==> src/arpc_pkg.sv <==
// Types, constants and codes of the ARP cache and responder.
`default_nettype none

package arpc_pkg;

    localparam int TABLE_ENTRIES = 32;
    localparam int CNT_W         = $clog2(TABLE_ENTRIES + 1);
    localparam int IP_W          = 32;
    localparam int MAC_W         = 48;
    localparam int CFG_IDX_W     = 2;

    // header field values
    localparam logic [15:0] HW_ETHERNET = 16'h0001;
    localparam logic [15:0] PROTO_IPV4  = 16'h0800;
    localparam logic [7:0]  MAC_LEN     = 8'd6;
    localparam logic [7:0]  IPV4_LEN    = 8'd4;
    localparam logic [15:0] OP_REQUEST  = 16'd1;

    // status codes
    localparam logic [2:0] STATUS_OK             = 3'd0;
    localparam logic [2:0] STATUS_BAD_HW_TYPE    = 3'd1;
    localparam logic [2:0] STATUS_BAD_HW_LEN     = 3'd2;
    localparam logic [2:0] STATUS_BAD_PROTO_TYPE = 3'd3;
    localparam logic [2:0] STATUS_BAD_PROTO_LEN  = 3'd4;

    // table action codes
    localparam logic [1:0] ACT_NONE    = 2'd0;
    localparam logic [1:0] ACT_UPDATED = 2'd1;
    localparam logic [1:0] ACT_ADDED   = 2'd2;
    localparam logic [1:0] ACT_FULL    = 2'd3;

    // configuration register indexes
    localparam logic [CFG_IDX_W-1:0] CFG_LOCAL_IP  = 2'd0;
    localparam logic [CFG_IDX_W-1:0] CFG_LOCAL_MAC = 2'd1;

    // lookup token walking down the cell row
    typedef struct packed {
        logic             valid;
        logic             hit;    // matching entry found and refreshed
        logic             added;  // pair written into the first free cell
        logic [CNT_W-1:0] rem;    // occupied cells still ahead of the token
        logic [IP_W-1:0]  ip;
        logic [MAC_W-1:0] mac;
    } t_token;

    typedef enum logic {
        S_IDLE,
        S_SEARCH
    } t_state;

endpackage

`default_nettype wire

==> src/arpc_cell.sv <==
// One cache entry: compares, refreshes or claims itself as the token passes.
`default_nettype none

module arpc_cell (
    input  wire                   i_clk,
    input  wire                   i_rst_n,
    input  arpc_pkg::t_token      i_tok,
    output arpc_pkg::t_token      o_tok
);

    logic [arpc_pkg::IP_W-1:0]  r_ip;
    logic [arpc_pkg::MAC_W-1:0] r_mac;
    arpc_pkg::t_token           r_tok;
    arpc_pkg::t_token           n_tok;
    logic                       live;
    logic                       occupied;
    logic                       hit_here;
    logic                       add_here;

    always_comb begin
        live     = i_tok.valid && !i_tok.hit && !i_tok.added;
        occupied = (i_tok.rem != '0);
        hit_here = live && occupied && (r_ip == i_tok.ip);
        add_here = live && !occupied;
        n_tok       = i_tok;
        n_tok.hit   = i_tok.hit | hit_here;
        n_tok.added = i_tok.added | add_here;
        if (occupied) begin
            n_tok.rem = i_tok.rem - 1'b1;
        end
    end

    always_ff @(posedge i_clk) begin
        if (hit_here || add_here) begin
            r_mac <= i_tok.mac;
        end
        if (add_here) begin
            r_ip <= i_tok.ip;
        end
        if (!i_rst_n) begin
            r_tok <= '0;
        end else begin
            r_tok <= n_tok;
        end
    end

    assign o_tok = r_tok;

endmodule

`default_nettype wire

==> src/arp_cache_and_responder.sv <==
// Top level: header check, cell-row ARP cache and reply addressing.
`default_nettype none

// Usage
// - Item channel: drive the parsed ARP header fields and pulse start; the item
//   is taken at a clock edge with start high and busy low.
// - Result channel: o_done is high for exactly one cycle with the result
//   fields. There is no back-pressure; the receiver must take every beat.
// - Config channel: i_cfg_valid / o_cfg_ready with i_cfg_index (0 local IP,
//   1 local MAC) and i_cfg_data. Ready is always high. Write only while idle.
// - A header error gives its result the cycle after acceptance.
//   A valid header sends a lookup token down a row of TABLE_ENTRIES cells,
//   one cell per cycle; the result comes when the token leaves the last
//   cell, and busy stays high until then.
// - Only one item is in flight: no new item is accepted until the token has
//   walked the cell row, but a new item may be accepted while a result beat
//   is on the outputs.
// - Reset (synchronous, active low) empties the cache (entry count zero),
//   clears the local IP and MAC and drops any item in flight.
module arp_cache_and_responder (
    input  wire                               i_clk,
    input  wire                               i_rst_n,
    input  wire                               start,
    output logic                              busy,
    input  wire  [15:0]                       i_hw_type,
    input  wire  [15:0]                       i_proto_type,
    input  wire  [7:0]                        i_hw_len,
    input  wire  [7:0]                        i_proto_len,
    input  wire  [15:0]                       i_op_code,
    input  wire  [arpc_pkg::MAC_W-1:0]        i_sender_mac,
    input  wire  [arpc_pkg::IP_W-1:0]         i_sender_ip,
    input  wire  [arpc_pkg::IP_W-1:0]         i_target_ip,
    output logic                              o_done,
    output logic [2:0]                        o_status,
    output logic [1:0]                        o_table_action,
    output logic                              o_new_destination,
    output logic                              o_reply_valid,
    output logic [arpc_pkg::MAC_W-1:0]        o_reply_dest_mac,
    output logic [arpc_pkg::IP_W-1:0]         o_reply_src_ip,
    output logic [arpc_pkg::IP_W-1:0]         o_reply_dest_ip,
    input  wire                               i_cfg_valid,
    output logic                              o_cfg_ready,
    input  wire  [arpc_pkg::CFG_IDX_W-1:0]    i_cfg_index,
    input  wire  [arpc_pkg::MAC_W-1:0]        i_cfg_data
);

    // configuration
    logic [arpc_pkg::IP_W-1:0]  r_local_ip;
    logic [arpc_pkg::MAC_W-1:0] r_local_mac;   // held for the reply frame builder

    // control
    arpc_pkg::t_state           r_state, n_state;
    logic [arpc_pkg::CNT_W-1:0] r_count, n_count;
    logic                       r_reply_due, n_reply_due;

    // result beat
    logic                       r_done, n_done;
    logic [2:0]                 r_status, n_status;
    logic [1:0]                 r_action, n_action;
    logic                       r_newdest, n_newdest;
    logic                       r_rvalid, n_rvalid;
    logic [arpc_pkg::MAC_W-1:0] r_rmac, n_rmac;
    logic [arpc_pkg::IP_W-1:0]  r_rsip, n_rsip;
    logic [arpc_pkg::IP_W-1:0]  r_rdip, n_rdip;

    logic                       accept;
    logic [2:0]                 head_status;
    arpc_pkg::t_token           tok [0:arpc_pkg::TABLE_ENTRIES];
    arpc_pkg::t_token           tail;

    assign busy        = (r_state == arpc_pkg::S_SEARCH);
    assign accept      = start && !busy;
    assign o_cfg_ready = 1'b1;

    // first header mismatch wins
    always_comb begin
        if (i_hw_type != arpc_pkg::HW_ETHERNET) begin
            head_status = arpc_pkg::STATUS_BAD_HW_TYPE;
        end else if (i_hw_len != arpc_pkg::MAC_LEN) begin
            head_status = arpc_pkg::STATUS_BAD_HW_LEN;
        end else if (i_proto_type != arpc_pkg::PROTO_IPV4) begin
            head_status = arpc_pkg::STATUS_BAD_PROTO_TYPE;
        end else if (i_proto_len != arpc_pkg::IPV4_LEN) begin
            head_status = arpc_pkg::STATUS_BAD_PROTO_LEN;
        end else begin
            head_status = arpc_pkg::STATUS_OK;
        end
    end

    // token injected at the head of the row on a clean header
    always_comb begin
        tok[0].valid = accept && (head_status == arpc_pkg::STATUS_OK);
        tok[0].hit   = 1'b0;
        tok[0].added = 1'b0;
        tok[0].rem   = r_count;
        tok[0].ip    = i_sender_ip;
        tok[0].mac   = i_sender_mac;
    end

    for (genvar g = 0; g < arpc_pkg::TABLE_ENTRIES; g++) begin : g_cell
        arpc_cell u_cell (
            .i_clk   (i_clk),
            .i_rst_n (i_rst_n),
            .i_tok   (tok[g]),
            .o_tok   (tok[g+1])
        );
    end

    assign tail = tok[arpc_pkg::TABLE_ENTRIES];

    always_comb begin
        n_state     = r_state;
        n_count     = r_count;
        n_reply_due = r_reply_due;
        n_done      = 1'b0;
        n_status    = r_status;
        n_action    = r_action;
        n_newdest   = r_newdest;
        n_rvalid    = r_rvalid;
        n_rmac      = r_rmac;
        n_rsip      = r_rsip;
        n_rdip      = r_rdip;
        case (r_state)
            arpc_pkg::S_IDLE: begin
                if (accept) begin
                    if (head_status == arpc_pkg::STATUS_OK) begin
                        n_state     = arpc_pkg::S_SEARCH;
                        n_reply_due = (i_target_ip == r_local_ip) &&
                                      (i_op_code == arpc_pkg::OP_REQUEST);
                    end else begin
                        // header error: result next cycle, cache untouched
                        n_done    = 1'b1;
                        n_status  = head_status;
                        n_action  = arpc_pkg::ACT_NONE;
                        n_newdest = 1'b0;
                        n_rvalid  = 1'b0;
                        n_rmac    = '0;
                        n_rsip    = '0;
                        n_rdip    = '0;
                    end
                end
            end
            arpc_pkg::S_SEARCH: begin
                if (tail.valid) begin
                    n_state   = arpc_pkg::S_IDLE;
                    n_done    = 1'b1;
                    n_status  = arpc_pkg::STATUS_OK;
                    n_newdest = tail.added;
                    if (tail.hit) begin
                        n_action = arpc_pkg::ACT_UPDATED;
                    end else if (tail.added) begin
                        n_action = arpc_pkg::ACT_ADDED;
                        n_count  = r_count + 1'b1;
                    end else begin
                        n_action = arpc_pkg::ACT_FULL;
                    end
                    n_rvalid = r_reply_due;
                    n_rmac   = r_reply_due ? tail.mac : '0;
                    n_rsip   = r_reply_due ? r_local_ip : '0;
                    n_rdip   = r_reply_due ? tail.ip : '0;
                end
            end
            default: begin
                n_state = arpc_pkg::S_IDLE;
            end
        endcase
    end

    always_ff @(posedge i_clk) begin
        if (!i_rst_n) begin
            r_state     <= arpc_pkg::S_IDLE;
            r_count     <= '0;
            r_done      <= 1'b0;
            r_local_ip  <= '0;
            r_local_mac <= '0;
        end else begin
            r_state <= n_state;
            r_count <= n_count;
            r_done  <= n_done;
            if (i_cfg_valid && o_cfg_ready) begin
                if (i_cfg_index == arpc_pkg::CFG_LOCAL_IP) begin
                    r_local_ip <= i_cfg_data[arpc_pkg::IP_W-1:0];
                end else if (i_cfg_index == arpc_pkg::CFG_LOCAL_MAC) begin
                    r_local_mac <= i_cfg_data;
                end
            end
        end
    end

    always_ff @(posedge i_clk) begin
        r_reply_due <= n_reply_due;
        r_status    <= n_status;
        r_action    <= n_action;
        r_newdest   <= n_newdest;
        r_rvalid    <= n_rvalid;
        r_rmac      <= n_rmac;
        r_rsip      <= n_rsip;
        r_rdip      <= n_rdip;
    end

    assign o_done            = r_done;
    assign o_status          = r_status;
    assign o_table_action    = r_action;
    assign o_new_destination = r_newdest;
    assign o_reply_valid     = r_rvalid;
    assign o_reply_dest_mac  = r_rmac;
    assign o_reply_src_ip    = r_rsip;
    assign o_reply_dest_ip   = r_rdip;

endmodule

`default_nettype wire

==> config.mk <==
export PLATFORM = sky130hd
export DESIGN_NAME = arp_cache_and_responder
export DESIGN_NICKNAME = d
export VERILOG_FILES = /design/src/arpc_pkg.sv /design/src/arpc_cell.sv /design/src/arp_cache_and_responder.sv
export SDC_FILE = /design/constraint.sdc
export NUM_CORES = 2
export LEC_CHECK = 0
export ABC_AREA = 1
export BUFFER_PORTS_ARGS = -buffer_cell sky130_fd_sc_hd__buf_2
export CAP_MARGIN = 20
export CORE_ASPECT_RATIO = 2
export CORE_UTILIZATION = 60
export CTS_CLUSTER_DIAMETER = 100
export DETAILED_ROUTE_END_ITERATION = 8
export HOLD_SLACK_MARGIN = 0.08
export PLACE_DENSITY = 0.74
export RECOVER_POWER = 50
export SLEW_MARGIN = 25
export SYNTH_ARGS = -nofsm -noshare
export SYNTH_HDL_FRONTEND = slang
export SYNTH_SLANG_ARGS = --single-unit
export TNS_END_PERCENT = 20
==> constraint.sdc <==
create_clock -name i_clk -period 4.7 [get_ports i_clk]
set_input_delay 0.47 -clock i_clk [delete_from_list [all_inputs] [get_ports i_clk]]
set_output_delay 0.47 -clock i_clk [all_outputs]
set_load 0.01 [all_outputs]
==> impl_metrics.json <==
{
  "status": "finished with violations",
  "failed_checks": "max-capacitance violations, max-slew violations",
  "yosys_warnings": 0,
  "antenna_found_initial": 7,
  "crit_fanout": 207,
  "switching_share_pct": 20.0,
  "fin_nets": 14500,
  "ir_drop_v": 0.000324,
  "dieHeight_um": 673,
  "r2r_end": "o_reply_dest_mac[33]",
  "areaGrowthSynthToFinish_pct": 12.0,
  "required_ns": 5.47,
  "stdcell_count": 17400,
  "drt_pre_antenna_iters": 5,
  "path_clk_slew_ns": 0.06,
  "cp-end-kind": "register",
  "worstPathArrival_ns": 4.50,
  "synth_area_um2": 135000,
  "grt.total_usage_pct": 18.3,
  "drv_cap": 14,
  "cts.path.max_buffers": 4,
  "drt_iter0_markers": 3434,
  "std_cell_rows": 246,
  "vias": 76400,
  "syn_area_per_cell_um2": 9.87,
  "layout_common_cells": "nand2_1 (3795), inv_1 (3197), dfxtp_1 (2882), edfxtp_1 (1144), xnor2_1 (912)",
  "cts_resized": 0,
  "synthFlopType": "dfxtp_1",
  "combPwrFrac_pct": 2.7,
  "fmax_mhz": 268,
  "clock-root-buffer": "clkbuf_16",
  "numClockSinks": 4026,
  "slew_viol_final": 1685,
  "setup_viol": 0,
  "grt_pass1_vias": 73800,
  "io_pins": 352,
  "htreeDepth": 5,
  "die_w_um": 337,
  "worst_pin_slew_ns": 3.91,
  "synth_edf_count": 1144,
  "synthCells": 13700,
  "grt_max_degree": 231,
  "min_period_ns": 3.73,
  "p_per_area_nw_per_um2": 428,
  "design.die.area_um2": 227000,
  "ys_types": 35,
  "grt_pass1_wl_um": 341000,
  "vias_per_cell": 4.38,
  "startpoint": "i_rst_n",
  "crit_type": "in -> reg",
  "internal_power_uw": 51800,
  "cts_tree": "done",
  "synthArstFlopShare_pct": 0,
  "routabilityCongestion": 0.819,
  "r2r-start": "busy",
  "min_path_cells": 5,
  "min_to": "o_done",
  "ys_seq_area_share_pct": 68.2,
  "utilization_pct": 67.5,
  "overflow": 0,
  "power_switching_uw": 13000,
  "port_buffers": 334,
  "rsz0062_at_grt": "no",
  "p_leak_uw": 0.0804,
  "dp_hpwl_um": 132000,
  "finalHoldViolations": 0,
  "rr_worst_depth": 3,
  "finalWirelength_um": 205000,
  "clockPowerShare_pct": 41.8,
  "clk-insertion-delay-late_ns": 0.84,
  "seqPwrFrac_pct": 55.6,
  "clock_skew_ns": 0.0248,
  "core_area_um2": 224000,
  "hp-class": "in -> reg",
  "fin_tns_setup_ns": 0,
  "wl_per_cell_um": 11.8,
  "ys_ff_latch": 4026,
  "hp-start": "start",
  "drcViolationCount": 0,
  "initial_utilization_pct": 60.3,
  "drive_gt1_share_pct": 6.20,
  "cts_made_buffers": 328,
  "rrSetupSlack_ns": 1.75,
  "final_common_cell": "nand2_1",
  "placed_cells": 16700,
  "ant_nets": 0,
  "syn_nets": 14000,
  "min_period_over_period_pct": 79.3,
  "critical_path.startpoint_type": "input pin",
  "slew_headroom_pct": -161
}
[synthesized netlist by cell type (3+ instances only)]
library cell     n  area share [%]
nand4_1         14           0.065
nor4_1           3           0.014
xor2_1          93            0.60
buf_2          313             1.2
clkbuf_1        13           0.036
nand2_1       3796              11
nand3b_1        18            0.10
nor2_1         787             2.2
a21oi_1        171            0.63
dfxtp_1       2882              43
nor3_1          13           0.048
xnor2_1        912             5.9
edfxtp_1      1144              25
or2_2           36            0.17
inv_1         3198             8.9
o211ai_1         8           0.044
o21ai_0        109            0.40
ha_1            63            0.58
nand3_1         86            0.32
[cell type report]
cell class / instances / area (um2)
flip-flops and latches: 4026 / 92000
fillers: 16900 / 72800
multi-input cells: 6123 / 29300
inverters: 3200 / 12000
clock buffers: 487 / 9640
well taps: 2976 / 3720
repair buffers: 516 / 3330
clock inverters: 108 / 1170
diodes: 6 / 15.0
[sequential cells by signal (all words and copies together) (netlist names), 2 cells and up]
signal,cells
g_cell.u_cell.o_tok,2842
r_count,6
o_reply_dest_ip,32
r_local_ip,32
o_reply_src_ip,32
o_reply_dest_mac,48
g_cell.u_cell.r_ip,1024
o_status,3
o_table_action,2
[layer usage]
metal / part of all wire, % / vias up / wire [um] / global-route usage (%)
li1: - / 40700 / - / -
met1: 36 / 34200 / 74500 / 17.9
met3: 3.4 / 458 / 7000 / 2.74
met4: 4.6 / 2 / 9380 / 8.65
met2: 56 / 1059 / 114000 / 36.5
met5: 0.0054 / - / 11 / 0
[per-stage QoR]
stage	instance area [um2]	total power, uW	hold WS, ns	setup slack, ns
2_1_floorplan	135000	37900	0.390	0.616
3_3_place_gp	139000	38400	0.391	1.90
5_1_grt	151000	67100	0.134	0.655
4_1_cts	151000	65500	0.0801	1.32
3_5_place_dp	139000	38400	0.395	1.90
6_report	151000	64700	0.139	0.974
[cells by family after synthesis]
| group | after synthesis | share of synthesized area [%] |
|---|---|---|
| AND/OR/NAND/NOR | 4764 | 13.5 |
| adder cells (fa/ha/maj) | 63 | 0.584 |
| flip-flops | 4026 | 68.2 |
| other | 1 | 0.00278 |
| XOR/XNOR | 1005 | 6.52 |
| AO/OA/AOI/OAI | 290 | 1.09 |
| buffers and inverters | 3530 | 10.1 |
[critical path, cell delays in order]
cell	delay, ns
buf_12	0.51
buf_2	2.64
nand2_1	0.35
inv_1	0.16
[timing repair]
action,in CTS,in global routing
hold endpoints to repair,146,0
setup buffers,0,0
hold buffers,119,0
[power groups by stage]
| stage | clock (uW) | combinational (uW) | sequential [uW] |
|---|---|---|---|
| 6_report | 27000 | 1740 | 36000 |
| 5_1_grt | 29100 | 1980 | 36000 |
| 4_1_cts | 27800 | 1770 | 36000 |
| 3_5_place_dp | 0 | 1680 | 36700 |
| 3_3_place_gp | 0 | 1650 | 36700 |
| 2_1_floorplan | 0 | 1170 | 36700 |
[worst max path at each step]
| stage | to | slack, ns | cells after the start |
|---|---|---|---|
| final | g_cell[8].u_cell.o_tok[70] | 0.97 | 4 |
| after detailed placement | o_reply_dest_mac[26] | 1.90 | 10 |
| after floorplan | o_new_destination | 0.62 | 8 |
| after CTS | o_reply_dest_mac[25] | 1.32 | 11 |
| after global placement | o_reply_dest_mac[26] | 1.90 | 10 |
| after global routing | g_cell[8].u_cell.o_tok[70] | 0.65 | 4 |
No activity file was read; power rests on OpenSTA's default activity.
